[config.mk]
export PLATFORM = sky130hd
export DESIGN_NAME = branch_exception_system_decoder
export DESIGN_NICKNAME = d
export VERILOG_FILES = /design/src/rtl/core/besd_pkg.sv /design/src/rtl/core/besd_front.sv /design/src/rtl/core/besd_queue.sv /design/src/rtl/core/besd_back.sv /design/src/rtl/core/branch_exception_system_decoder.sv
export VERILOG_INCLUDE_DIRS = /design/src /design/src/rtl/core
export SDC_FILE = /design/constraint.sdc
export NUM_CORES = 1
export LEC_CHECK = 0
export BUFFER_PORTS_ARGS = -buffer_cell sky130_fd_sc_hd__buf_2
export CAP_MARGIN = 20
export CORE_UTILIZATION = 47
export DETAILED_ROUTE_END_ITERATION = 16
export GPL_TIMING_DRIVEN = 0
export PLACE_DENSITY = 0.73
export SLEW_MARGIN = 20
export SYNTH_ARGS = -nofsm -noshare
export SYNTH_HDL_FRONTEND = slang
export SYNTH_SLANG_ARGS = --single-unit
export TNS_END_PERCENT = 50
[constraint.sdc]
create_clock -name clk_i -period 9.85 [get_ports clk_i]
set_input_delay 0.985 -clock clk_i [delete_from_list [all_inputs] [get_ports clk_i]]
set_output_delay 0.985 -clock clk_i [all_outputs]
set_load 0.005 [all_outputs]
[src/rtl/core/branch_exception_system_decoder_defines.svh]
// Assertion macros for the branch/exception/system decoder.
`ifndef BRANCH_EXCEPTION_SYSTEM_DECODER_DEFINES_SVH
`define BRANCH_EXCEPTION_SYSTEM_DECODER_DEFINES_SVH
`ifndef SYNTH
`define BESD_ASSERT(lbl, clk, rst_n, prop, msg) \
  lbl: assert property (@(posedge clk) disable iff (!rst_n) (prop)) else $error(msg);
`define BESD_ASSERT_RST(lbl, clk, prop, msg) \
  lbl: assert property (@(posedge clk) (prop)) else $error(msg);
`else
`define BESD_ASSERT(lbl, clk, rst_n, prop, msg)
`define BESD_ASSERT_RST(lbl, clk, prop, msg)
`endif
`endif

[src/rtl/core/besd_pkg.sv]
// ----------------------------------------------------------------------------
// besd_pkg
// Types, codes and tables shared by the decoder front end, queue and back end.
// ----------------------------------------------------------------------------
package besd_pkg;

  typedef struct packed {
    logic [31:0] instr_word;
    logic [63:0] pc;
  } besd_in_t;

  typedef struct packed {
    logic [5:0]  mnemonic;
    logic [5:0]  sub_op;
    logic [3:0]  cond;
    logic [15:0] immediate;
    logic [63:0] target;
    logic [4:0]  rt;
    logic        reg_shown;
    logic [2:0]  sys_op1;
    logic [3:0]  sys_crn;
    logic [3:0]  sys_crm;
    logic [2:0]  sys_op2;
  } besd_out_t;

  // instruction class found by the front end
  typedef enum logic [2:0] {
    CLS_UNDEF, CLS_BCOND, CLS_EXC, CLS_HINT, CLS_BARRIER, CLS_PSTATE, CLS_SYS
  } besd_cls_e;

  // classified beat passed through the queue
  typedef struct packed {
    besd_cls_e   cls;
    logic [31:0] instr_word;
    logic [63:0] pc;
  } besd_cmd_t;

  localparam logic [5:0] MN_UNDEF   = 6'd0;
  localparam logic [5:0] MN_UNKNOWN = 6'd1;
  localparam logic [5:0] MN_BCOND   = 6'd2;
  localparam logic [5:0] MN_HINT    = 6'd34;
  localparam logic [5:0] MN_CLREX   = 6'd35;
  localparam logic [5:0] MN_DSB     = 6'd36;
  localparam logic [5:0] MN_DMB     = 6'd37;
  localparam logic [5:0] MN_ISB     = 6'd38;
  localparam logic [5:0] MN_SSBB    = 6'd39;
  localparam logic [5:0] MN_PSSBB   = 6'd40;
  localparam logic [5:0] MN_CFINV   = 6'd41;
  localparam logic [5:0] MN_MSR     = 6'd42;
  localparam logic [5:0] MN_AT      = 6'd43;
  localparam logic [5:0] MN_DC      = 6'd44;
  localparam logic [5:0] MN_IC      = 6'd45;
  localparam logic [5:0] MN_TLBI    = 6'd46;
  localparam logic [5:0] MN_SYS     = 6'd47;
  localparam logic [5:0] MN_SYSL    = 6'd48;

  localparam logic [5:0]  SUB_PLAIN   = 6'd63;
  localparam logic [13:0] GRP_HINT    = 14'h1032;
  localparam logic [13:0] GRP_BARRIER = 14'h1033;
  localparam logic [4:0]  RT_ZR       = 5'h1f;

  localparam int unsigned SYSOP_N = 55;

  localparam logic [13:0] SYSOP_KEYS [SYSOP_N] = '{
    14'h3c0, 14'h23c0, 14'h33c0, 14'h3c1, 14'h23c1, 14'h33c1, 14'h3c2, 14'h3c3,
    14'h23c4, 14'h23c5, 14'h23c6, 14'h23c7,
    14'h1ba1, 14'h3b1, 14'h3b2, 14'h1bd1, 14'h3d2, 14'h1bd9, 14'h1bf1, 14'h3f2,
    14'h388, 14'h3a8, 14'h1ba9,
    14'h2401, 14'h2405, 14'h418, 14'h2418, 14'h3418, 14'h419, 14'h2419, 14'h3419,
    14'h41a, 14'h41b, 14'h241c, 14'h41d, 14'h241d, 14'h341d, 14'h241e, 14'h41f,
    14'h2421, 14'h2425, 14'h438, 14'h2438, 14'h3438, 14'h439, 14'h2439, 14'h3439,
    14'h43a, 14'h43b, 14'h243c, 14'h43d, 14'h243d, 14'h343d, 14'h243e, 14'h43f
  };

  localparam logic [5:0] HINT_CODES [32] = '{
    6'd11, 6'd12, 6'd13, 6'd14, 6'd15, 6'd16, 6'd34, 6'd17,
    6'd18, 6'd34, 6'd19, 6'd34, 6'd20, 6'd34, 6'd21, 6'd34,
    6'd22, 6'd23, 6'd24, 6'd34, 6'd25, 6'd34, 6'd34, 6'd34,
    6'd26, 6'd27, 6'd28, 6'd29, 6'd30, 6'd31, 6'd32, 6'd33
  };

  // table lookup: compare against every key in parallel
  function automatic logic [5:0] find_sysop(input logic [13:0] key);
    logic [5:0] idx;
    idx = SUB_PLAIN;
    for (int i = SYSOP_N - 1; i >= 0; i--) begin
      if (SYSOP_KEYS[i] == key) idx = 6'(i);
    end
    return idx;
  endfunction

endpackage

[src/rtl/core/besd_front.sv]
// ----------------------------------------------------------------------------
// besd_front
// Accepts instruction beats and tags each with its instruction class.
// ----------------------------------------------------------------------------
module besd_front (
  input  besd_pkg::besd_in_t  in_data_i,
  output besd_pkg::besd_cmd_t cmd_o
);
  import besd_pkg::*;

  logic [2:0]  op0;
  logic [13:0] grp;

  assign op0 = in_data_i.instr_word[31:29];
  assign grp = in_data_i.instr_word[25:12];

  always_comb begin
    cmd_o.instr_word = in_data_i.instr_word;
    cmd_o.pc         = in_data_i.pc;
    cmd_o.cls        = CLS_UNDEF;
    if (op0 == 3'd2 && grp[13] == 1'b0) begin
      cmd_o.cls = CLS_BCOND;
    end else if (op0 == 3'd6 && grp[13:12] == 2'b00) begin
      cmd_o.cls = CLS_EXC;
    end else if (op0 == 3'd6 && grp == GRP_HINT && in_data_i.instr_word[4:0] == RT_ZR) begin
      cmd_o.cls = CLS_HINT;
    end else if (op0 == 3'd6 && grp == GRP_BARRIER) begin
      cmd_o.cls = CLS_BARRIER;
    end else if (op0 == 3'd6 && grp[3:0] == 4'd4 && grp[13:7] == 7'h20) begin
      cmd_o.cls = CLS_PSTATE;
    end else if (op0 == 3'd6 && grp[13:10] == 4'd4 && grp[7]) begin
      cmd_o.cls = CLS_SYS;
    end
  end

endmodule

[src/rtl/core/besd_queue.sv]
// ----------------------------------------------------------------------------
// besd_queue
// Two-entry queue between front and back end; full throughput, stall is
// registered so the front never sees a combinational path from the back.
// ----------------------------------------------------------------------------
module besd_queue (
  input  logic                clk_i,
  input  logic                rst_ni,
  input  logic                wr_valid_i,
  output logic                wr_stall_o,
  input  besd_pkg::besd_cmd_t wr_data_i,
  output logic                rd_valid_o,
  input  logic                rd_stall_i,
  output besd_pkg::besd_cmd_t rd_data_o
);
  import besd_pkg::*;

  besd_cmd_t  mem_q [2];
  logic       wr_ptr_q, rd_ptr_q;
  logic [1:0] cnt_q;
  logic       push, pop;

  assign wr_stall_o = (cnt_q == 2'd2);
  assign rd_valid_o = (cnt_q != 2'd0);
  assign rd_data_o  = mem_q[rd_ptr_q];
  assign push       = wr_valid_i && !wr_stall_o;
  assign pop        = rd_valid_o && !rd_stall_i;

  always_ff @(posedge clk_i) begin
    if (push) mem_q[wr_ptr_q] <= wr_data_i;
  end

  always_ff @(posedge clk_i or negedge rst_ni) begin
    if (!rst_ni) begin
      wr_ptr_q <= 1'b0;
      rd_ptr_q <= 1'b0;
      cnt_q    <= 2'd0;
    end else begin
      if (push) wr_ptr_q <= ~wr_ptr_q;
      if (pop)  rd_ptr_q <= ~rd_ptr_q;
      cnt_q <= cnt_q + {1'b0, push} - {1'b0, pop};
    end
  end

endmodule

[src/rtl/core/besd_back.sv]
// ----------------------------------------------------------------------------
// besd_back
// Decodes a classified beat into the result fields; registered output.
// ----------------------------------------------------------------------------
module besd_back (
  input  logic                clk_i,
  input  logic                rst_ni,
  input  logic                cmd_valid_i,
  output logic                cmd_stall_o,
  input  besd_pkg::besd_cmd_t cmd_i,
  output logic                out_valid_o,
  input  logic                out_stall_i,
  output besd_pkg::besd_out_t out_data_o
);
  import besd_pkg::*;

  logic        valid_q;
  besd_out_t   res_q, res_d;
  logic [31:0] w;
  logic [4:0]  rtf;
  logic [2:0]  op1, op2;
  logic [3:0]  crn, crm;
  logic        sysf;
  logic [63:0] off;
  logic [5:0]  sub;

  assign w   = cmd_i.instr_word;
  assign rtf = w[4:0];
  assign op2 = w[7:5];
  assign crm = w[11:8];
  assign crn = w[15:12];
  assign op1 = w[18:16];
  assign off = {{43{w[23]}}, w[23:5], 2'b00};
  assign sub = find_sysop({op1, crn, crm, op2});

  assign cmd_stall_o = valid_q && out_stall_i;
  assign out_valid_o = valid_q;
  assign out_data_o  = res_q;

  always_comb begin
    res_d = '0;
    sysf  = 1'b0;
    case (cmd_i.cls)
      CLS_BCOND: begin
        if (!w[4] && !w[24]) begin
          res_d.mnemonic = MN_BCOND;
          res_d.cond     = w[3:0];
          res_d.target   = cmd_i.pc + off;
        end
      end
      CLS_EXC: begin
        if (w[23:21] == 3'd0 && w[4:2] == 3'd0 && w[1:0] != 2'd0)
          res_d.mnemonic = 6'd2 + {4'd0, w[1:0]};
        else if ((w[23:21] == 3'd1 || w[23:21] == 3'd2) && w[4:0] == 5'd0)
          res_d.mnemonic = 6'd5 + {3'd0, w[23:21]};
        else if (w[23:21] == 3'd5 && w[4:2] == 3'd0 && w[1:0] != 2'd0)
          res_d.mnemonic = 6'd7 + {4'd0, w[1:0]};
        if (res_d.mnemonic != MN_UNDEF) res_d.immediate = w[20:5];
      end
      CLS_HINT: begin
        res_d.mnemonic  = (crm < 4'd4) ? HINT_CODES[{crm[1:0], op2}] : MN_HINT;
        res_d.immediate = {9'd0, crm, op2};
        sysf = 1'b1;
      end
      CLS_BARRIER: begin
        if (rtf == RT_ZR) begin
          case (op2)
            3'd2: res_d.mnemonic = MN_CLREX;
            3'd5: res_d.mnemonic = MN_DMB;
            3'd6: res_d.mnemonic = MN_ISB;
            3'd4: res_d.mnemonic = (crm == 4'd0) ? MN_SSBB :
                                   (crm == 4'd4) ? MN_PSSBB : MN_DSB;
            default: res_d.mnemonic = MN_UNKNOWN;
          endcase
          if (res_d.mnemonic != MN_UNKNOWN) begin
            res_d.immediate = {12'd0, crm};
            sysf = 1'b1;
          end
        end
      end
      CLS_PSTATE: begin
        if (rtf == RT_ZR) begin
          if (op1 == 3'd0 && op2 == 3'd0) res_d.mnemonic = MN_CFINV;
          else if (op1 == 3'd0)
            res_d.mnemonic = (op2 inside {[3'd3:3'd5]}) ? MN_MSR : MN_UNDEF;
          else
            res_d.mnemonic = (op2 == 3'd2 || op2 >= 3'd6) ? MN_MSR : MN_UNDEF;
          if (res_d.mnemonic != MN_UNDEF) begin
            res_d.immediate = {12'd0, crm};
            sysf = 1'b1;
          end
        end
      end
      CLS_SYS: begin
        sysf = 1'b1;
        res_d.sub_op    = SUB_PLAIN;
        res_d.reg_shown = 1'b1;
        if (w[21]) begin
          res_d.mnemonic = MN_SYSL;
        end else begin
          res_d.sub_op = sub;
          if (sub < 6'd12) res_d.mnemonic = MN_AT;
          else if (sub < 6'd20) res_d.mnemonic = MN_DC;
          else if (sub < 6'd23) begin
            res_d.mnemonic  = MN_IC;
            res_d.reg_shown = (rtf != RT_ZR);
          end else if (sub < 6'd55) begin
            res_d.mnemonic  = MN_TLBI;
            res_d.reg_shown = (rtf != RT_ZR);
          end else res_d.mnemonic = MN_SYS;
        end
        if (res_d.reg_shown) res_d.rt = rtf;
      end
      default: ;
    endcase
    if (sysf) begin
      res_d.sys_op1 = op1;
      res_d.sys_crn = crn;
      res_d.sys_crm = crm;
      res_d.sys_op2 = op2;
    end
  end

  always_ff @(posedge clk_i) begin
    if (cmd_valid_i && !cmd_stall_o) res_q <= res_d;
  end

  always_ff @(posedge clk_i or negedge rst_ni) begin
    if (!rst_ni) begin
      valid_q <= 1'b0;
    end else if (!cmd_stall_o) begin
      valid_q <= cmd_valid_i;
    end
  end

endmodule

[src/rtl/core/branch_exception_system_decoder.sv]
// ----------------------------------------------------------------------------
// branch_exception_system_decoder
// Branch, exception and system group decoder for 32-bit instruction words.
// ----------------------------------------------------------------------------
// Input channel: in_valid_i / in_stall_o carry {instr_word, pc}. A beat is
// taken at a clock edge with valid high and stall low.
// Output channel: out_valid_o / out_stall_i carry the decoded result, one
// result per input beat, in order.
// Accepted input is registered in the front/back queue, then in the back end
// output register, before the result is shown.
// Throughput: one beat per cycle while out_stall_i is low; no loop limits
// the rate, as the front end is combinational and the back end registered.
// Reset: the queue empties and the output valid drops; no other state.
// Receiver stall: the result holds; the two-entry queue keeps absorbing
// input until it fills, then in_stall_o rises (registered from queue count).
// ----------------------------------------------------------------------------
`include "branch_exception_system_decoder_defines.svh"

module branch_exception_system_decoder (
  input  logic                clk_i,
  input  logic                rst_ni,
  input  logic                in_valid_i,
  output logic                in_stall_o,
  input  besd_pkg::besd_in_t  in_data_i,
  output logic                out_valid_o,
  input  logic                out_stall_i,
  output besd_pkg::besd_out_t out_data_o
);
  import besd_pkg::*;

  besd_cmd_t front_cmd, q_cmd;
  logic      q_valid, q_stall;

  besd_front u_front (
    .in_data_i (in_data_i),
    .cmd_o     (front_cmd)
  );

  besd_queue u_queue (
    .clk_i      (clk_i),
    .rst_ni     (rst_ni),
    .wr_valid_i (in_valid_i),
    .wr_stall_o (in_stall_o),
    .wr_data_i  (front_cmd),
    .rd_valid_o (q_valid),
    .rd_stall_i (q_stall),
    .rd_data_o  (q_cmd)
  );

  besd_back u_back (
    .clk_i       (clk_i),
    .rst_ni      (rst_ni),
    .cmd_valid_i (q_valid),
    .cmd_stall_o (q_stall),
    .cmd_i       (q_cmd),
    .out_valid_o (out_valid_o),
    .out_stall_i (out_stall_i),
    .out_data_o  (out_data_o)
  );

  `BESD_ASSERT(a_out_hold, clk_i, rst_ni, out_valid_o && out_stall_i |=> out_valid_o && $stable(out_data_o), "stalled result changed")
  `BESD_ASSERT(a_undef_clean, clk_i, rst_ni, out_valid_o && out_data_o.mnemonic <= MN_UNKNOWN |-> out_data_o.target == 64'd0 && out_data_o.reg_shown == 1'b0, "undefined result carries fields")
  `BESD_ASSERT(a_flow, clk_i, rst_ni, in_valid_i && !in_stall_o |=> q_valid, "accepted beat not queued")
  `BESD_ASSERT_RST(a_reset, clk_i, !rst_ni |=> !out_valid_o, "valid during reset")

endmodule
After elaboration in Yosys (flattened, before gate mapping)
Memory sizes are Yosys's and may differ from the RTL's.
Index checks and enable logic that the tools add are counted.
- add/subtract/negate cells: 6
- eq/ne operators: 81
- order comparisons: 9
- multiplexer cells: 108
- reductions and logical operators: 40
- bitwise logic cells: 4
- operators with widths (cell ; number):
    $mux 6 ; 76
    $eq 14x14->1 const A ; 28
    $eq 11x14->1 const A ; 12
    $eq 10x14->1 const A ; 10
    $eq 13x14->1 const A ; 5
    $add 64x64->64 ; 1
    $pmux 16 s4 ; 1
    $mux 16 ; 3
    $pmux 6 s6 ; 1
    $eq 14x13->1 const B ; 2
    $eq 3x3->1 const B ; 8
    $pmux 6 s4 ; 1
    $logic_and 1x1->1 ; 20
    $mux 3 ; 6
    $mux 4 ; 4
    $eq 3x2->1 const B ; 5
    $mux 1 ; 13
    $eq 4x3->1 const B ; 3
    $logic_not 3->1 ; 4
    $lt 6x5->1 const B ; 2
    $reduce_bool 6->1 ; 2
    $eq 5x5->1 const B ; 2
    $eq 7x6->1 const B ; 1
    $eq 3x1->1 const B ; 2
    other kinds (27) ; 36
- memories: 2
- register bits: 121
- bits in writable memories: 198
- input port bits: 100
- memory bits (read-only): 192
- output and inout bits: 118
- logic and storage cells: 265
- memories (name ; depth ; width ; read ports ; clocked after memory_dff ; wr ports ; line ; RTL):
    u_queue.mem_q ; 2 ; 99 ; 1 ; 0 ; 1 ; besd_queue.sv:18 ; besd_cmd_t mem_q [2];
    (no name shown) ; 32 ; 6 ; 1 ; 0 ; 0 ; besd_back.sv:61 ; res_d.mnemonic = (crm < 4'd4) ? HINT_CODES[{crm[1:0], op2}] : MN_HINT;

Depth between registers and ports, before layout
An unclocked memory read counts as a cell.
- depth after elaboration: 65
- gate-level depth with buffers: 22
- gate-level depth less buffers: 16

Cells and area by module
Synthesis repeated with hierarchy kept, for this count alone.
- cells, all modules: 1515
- area total of the unflattened synthesis: 18322.6 um2
- modules (own cells, without submodules) (module ; cells an instance ; sequential area each (um2) ; times used ; area each (um2)):
    besd_back ; 1073 ; 3508.4 ; 1 ; 9589.2
    besd_queue ; 326 ; 6045.8 ; 1 ; 7851.3
    besd_front ; 116 ; 0.0 ; 1 ; 882.1

Worst setup path before layout
Ideal clock, no wire load.
- path kind: input -> register
- start point: input port out_stall_i
- end point: register u_queue.cnt_q[1]
- cell stages on the path: 6
- required time: 9.770 ns
- slack: 1.851 ns
- arrival: 7.919 ns
- path through: a21oi_1 > ha_1 > inv_1 > ha_1 > xnor2_1 > xnor2_1
- word-level cells in the longest chain between the ends: 4
- ends and longest elaborated chain (item ; line ; RTL):
    start, declared ; branch_exception_system_decoder.sv:26 ; input logic out_stall_i,
    $logic_and 1x1->1 ; besd_back.sv:36 ; assign cmd_stall_o = valid_q && out_stall_i;
    $logic_not 1->1 ; besd_queue.sv:27 ; assign pop = rd_valid_o && !rd_stall_i;
    $logic_and 1x1->1 ; besd_queue.sv:27 ;
    $sub 2x1->2 ; besd_queue.sv:41 ; cnt_q <= cnt_q + {1'b0, push} - {1'b0, pop};
    end signal, assigned ; besd_queue.sv:41 ;
    end, declared ; besd_queue.sv:20 ; logic [1:0] cnt_q;
Every way passes these cells.
A chain may end at the register's enable or synchronous reset.

Worst setup path after layout
- start point: register u_queue.rd_ptr_q
- end point: register u_back.res_q, in the netlist u_back.out_data_o[76] (data pin)
- word-level cells in the longest chain between the ends: 4
- elaborated cells between the ends (all ways): 7
- classes of those cells: add/sub (1); eq/ne (1); reduce/logical (4); memory (1)
- ends and longest elaborated chain (item ; line ; RTL):
    start, declared ; besd_queue.sv:19 ; logic wr_ptr_q, rd_ptr_q;
    start signal, assigned ; besd_queue.sv:40 ; if (pop) rd_ptr_q <= ~rd_ptr_q;
    $mem_v2 2x99 (*) ; n/a ;
    parallel branches: the longest is 3 deep, another holds $add 64x64->64 ; n/a ;
    end signal, assigned ; besd_back.sv:125 ; if (cmd_valid_i && !cmd_stall_o) res_q <= res_d;
    end, declared ; besd_back.sv:18 ; besd_out_t res_q, res_d;
Mark *: on every way between the ends.

==> metrics.md <==
| Metric | Value |
|---|---|
| DR WL/cell | 20.9 um |
| Minimum clock period | 7.33 ns |
| Worst-path maximum fanout | 10 |
| Biggest cell delay along the critical path | 0.73 ns |
| Final WL | 44500 um |
| Startpoint Class | flip-flop |
| Std-Cell Rows | 67 |
| Avg Cell Area, Syn | 11.7 sq um |
| DRC errors left | 0 |
| Initial antenna violation count | 10 |
| Clk Latency, worst-skew pair | 0.58 ns |
| # nets final | 1833 |
| Status | completed |
| Post-DRT Antenna Nets | 0 |
| P&R area growth vs syn | 18.6% |
| DP Area | 18300 sq um |
| Number of port buffers | 214 |
| Cell variety after synth | 90 |
| Clk slew on worst S/H paths | 0.07 ns |
| #FFs+latches synth | 305 |
| TritonCTS Buffers | 30 |
| Die area | 35600 sq um |
| Die X | 189 um |
| Max_cap viols | 0 |
| Final setup TNS | 0 ns |
| Cell Pwr Density | 348 nW/um^2 |
| PnR Total Power | 6.75 mW |
| Max Buffers Root-to-Sink | 3 |
| Height of the die | 189 um |
| GRT Util Overall | 0.247 |
| Detail Placement HPWL | 34100 um |
| Core area | 33900 sq um |
| Reg power frac | 0.299 |
| Synth Net Count | 1576 |
| Critical path cell sequence | buf_2 > buf_2 > buf_4 > buf_2 > buf_1 > buf_2 > buf_1 > mux2_2 > ha_1 > inv_1 > fa_1 > nor2b_1 > o31a_1 > o211ai_1 > a21oi_1 > o31ai_2 > a21oi_1 > o21ai_1 > a21oi_1 > o21ai_0 > a21oi_1 > nor3b_1 |
| CP bufs+invs | 8 |
| Max Clk Rate | 0.136 GHz |
| Clock Sinks | 305 |
| Cts repair resizes | 0 |
| Top cell type's share of synthesized area | 0.551 |
| Clock Power Share | 0.184 |
| Worst reg2reg path startpoint | u_queue.rd_ptr_q |
| CTS tree | done |
| H-tree depth | 1 |
| Largest net degree at the start of global routing | 48 |
| Skew final | 0.0284 ns |
| Mapped Cells | 1398 |
| I/O pin cnt | 218 |
| Mapped Area | 16400 sq um |
| CP startpoint | u_queue.rd_ptr_q |
| Top cell type by total area after synthesis | edfxtp_1 |
| Worst Setup End Kind | flip-flop |
| WP data required | 10.20 ns |
| Router iterations before antenna repair | 5 |
| Warnings from Yosys | 0 |
| Power share of the combinational group | 0.517 |
| Switching share of power | 0.404 |
| Critical path class | flip-flop to flip-flop |
| RSZ-0062 raised after global routing | no |
| Peak supply drop | 185 uV |
| Slew Limit Fails | 0 |
| Wire length on met3 | 2870 um |
| GPL Wtd Cong | 0.929 |
| Worst-margin pin slew | 0.964 ns |
| Layout cells sized above 1 | 0.227 |
| Final setup vio count | 0 |
| Final Cycle Share | 0.744 |
| Initial core utilization | 0.483 |
| Worst hold path class | input pin to asynchronous set/reset pin |
| Setup Slack @ Placement | 2.64 ns |
| Vias in the first global route | 12066 |
| Max_slew headroom | 0.339 |
| Root buffer selected by CTS | clkbuf_16 |
| Post-synthesis sequential area ratio | 0.558 |
| NetSw | 2.73 mW |
| Cts hold-fix bufs | 0 |
| Grt total ovfl | 0 |
| Final hold violations | 0 |
| Top post-synthesis cells by area | edfxtp_1, ha_1, mux2_2, nor2_1, a21oi_1 |
| Leakage power | 7.53 nW |
| Top Metal Used | met5 |
| Final WS setup | 2.52 ns |
| CP max-delay cell | buf_1 |
| Design Area, Final | 19400 sq um |
| Ys flop type | edfxtp_1 |
| EDFF count, synth | 300 |
| First-pass GRT wire length | 67600 um |
| Int Pwr | 4.02 mW |
| CP delay by family, top | buffers and inverters |
| Vias | 12358 |
| WL met1 | 19100 um |
| Initial DRC Count | 982 |
| Post-synth ARST share | 0.0164 |
| Finished Core Util | 0.573 |
| # Post-CTS Setup Buffers | 0 |
| Worst Path Arrival | 7.68 ns |
| WL met2 | 21200 um |
| Via density | 5.80 |
cells in the mapped netlist (10+ instances only):
cell type,count
o22ai_1,10
nor3b_1,14
a21o_1,38
nor2_1,154
nand3_1,34
clkbuf_1,26
nor4_1,13
mux2_2,64
xor2_1,20
and3_1,10
inv_1,49
nand2_1,89
nor3_1,38
o21a_1,14
mux2i_1,25
nor2b_1,13
ha_1,77
a211oi_1,23
a21oi_1,79
nand2b_1,16
o21ai_0,59
edfxtp_1,300
xnor2_1,29
or3_1,10
a31oi_1,13
o211ai_1,13
registers in the layout (all words and copies together), names as in the netlist:
signal              count
u_back.out_data_o     116
u_back.out_valid_o      1
u_queue.cnt_q           2
u_queue.mem_q         184
u_queue.rd_ptr_q        1
u_queue.wr_ptr_q        1
power groups by stage:
stage               Sequential, mW  Combinational (mW)  Clock, mW
finish                        2.01                3.49       1.24
CTS                           2.02                3.47       1.26
global placement              2.13                3.31          0
detailed placement            2.04                3.45          0
floorplan                     2.11                2.37          0
global route                  2.05                3.84       1.30
kinds of logic after synthesis:
kind of cell               after synthesis  synth area share
xor gates and xnor gates                49            0.0262
AOI/OAI and AO/OA                      344             0.142
muxes                                   92            0.0617
and+or+nand+nor                        439             0.130
adders and majority gates               78            0.0601
buffers and inverters                   91            0.0217
DFF                                    305             0.558
worst paths after layout:
kind | cells past startpoint | to | slack (ns)
worst max-delay path | 22 | u_back.out_data_o[76] | 2.52
worst min-delay path | 1 | u_back.out_valid_o | 0.22
worst max register to register | 22 | u_back.out_data_o[76] | 2.52
worst min register to register | 1 | u_queue.cnt_q[1] | 0.50
max in group asynchronous | 1 | u_queue.cnt_q[0] | 9.49
min in group clk_i | 1 | u_queue.cnt_q[1] | 0.50
routing by layer:
metal / vias to the layer above / global-route usage
li1: 5879 / -
met1: 5950 / 0.323
met2: 442 / 0.414
met3: 77 / 0.0473
met4: 10 / 0.0782
met5: - / 0
layout by cell type, fill, tap and decap left out, drive strengths merged, types with 5 or more instances in the layout:
master / netlist / final
edfxtp: 300 / 300
buf: 13 / 238
nor2: 154 / 154
nand2: 89 / 89
a21oi: 80 / 80
ha: 77 / 77
o21ai: 69 / 69
mux2: 65 / 65
clkbuf: 26 / 59
inv: 51 / 52
nor3: 42 / 42
a21o: 38 / 38
nand3: 34 / 34
xnor2: 29 / 29
mux2i: 27 / 27
a211oi: 25 / 25
xor2: 20 / 20
nand2b: 16 / 16
nor3b: 14 / 14
o21a: 14 / 14
o211ai: 14 / 14
nor4: 14 / 14
a31oi: 14 / 14
nor2b: 13 / 13
clkinv: 1 / 12
o22ai: 10 / 10
or3: 10 / 10
and3: 10 / 10
o21bai: 10 / 10
a32oi: 9 / 9
nand4: 9 / 9
or2: 9 / 9
nand3b: 7 / 7
bufinv: 0 / 7
and2: 7 / 7
o31ai: 7 / 7
o221ai: 6 / 6
diode: 0 / 5
dfrtp: 5 / 5
area by class of cell:
cell class,count,area [sq um]
clock buffer,33,762
buffer,39,160
inverter,52,195
antenna,5,12.5
tap,448,561
clock inverter,23,330
timing repair buffer,225,1330
fill,2840,14500
sequential,305,9130
multi-input combinational,1002,6920
worst reg2reg max path, stage by stage (launching register included):
cell and delay [ns]:
dfrtp_1 0.34, buf_2 0.28, buf_2 0.32, buf_4 0.25
buf_2 0.32, buf_1 0.62, buf_2 0.47, buf_1 0.73
mux2_2 0.42, ha_1 0.22, inv_1 0.08, fa_1 0.20
nor2b_1 0.08, o31a_1 0.30, o211ai_1 0.37, a21oi_1 0.17
o31ai_2 0.41, a21oi_1 0.19, o21ai_1 0.43, a21oi_1 0.21
o21ai_0 0.26, a21oi_1 0.10, nor3b_1 0.34
through the flow:
step / hold slack, ns / cells
after CTS: 0.197 / 2127
after global routing: 0.215 / 2129
after global placement: 0.475 / 2060
final: 0.218 / 2132
after detailed placement: 0.494 / 2071
after floorplan: 0.454 / 1398
No activity file was read; power rests on OpenSTA's default activity.
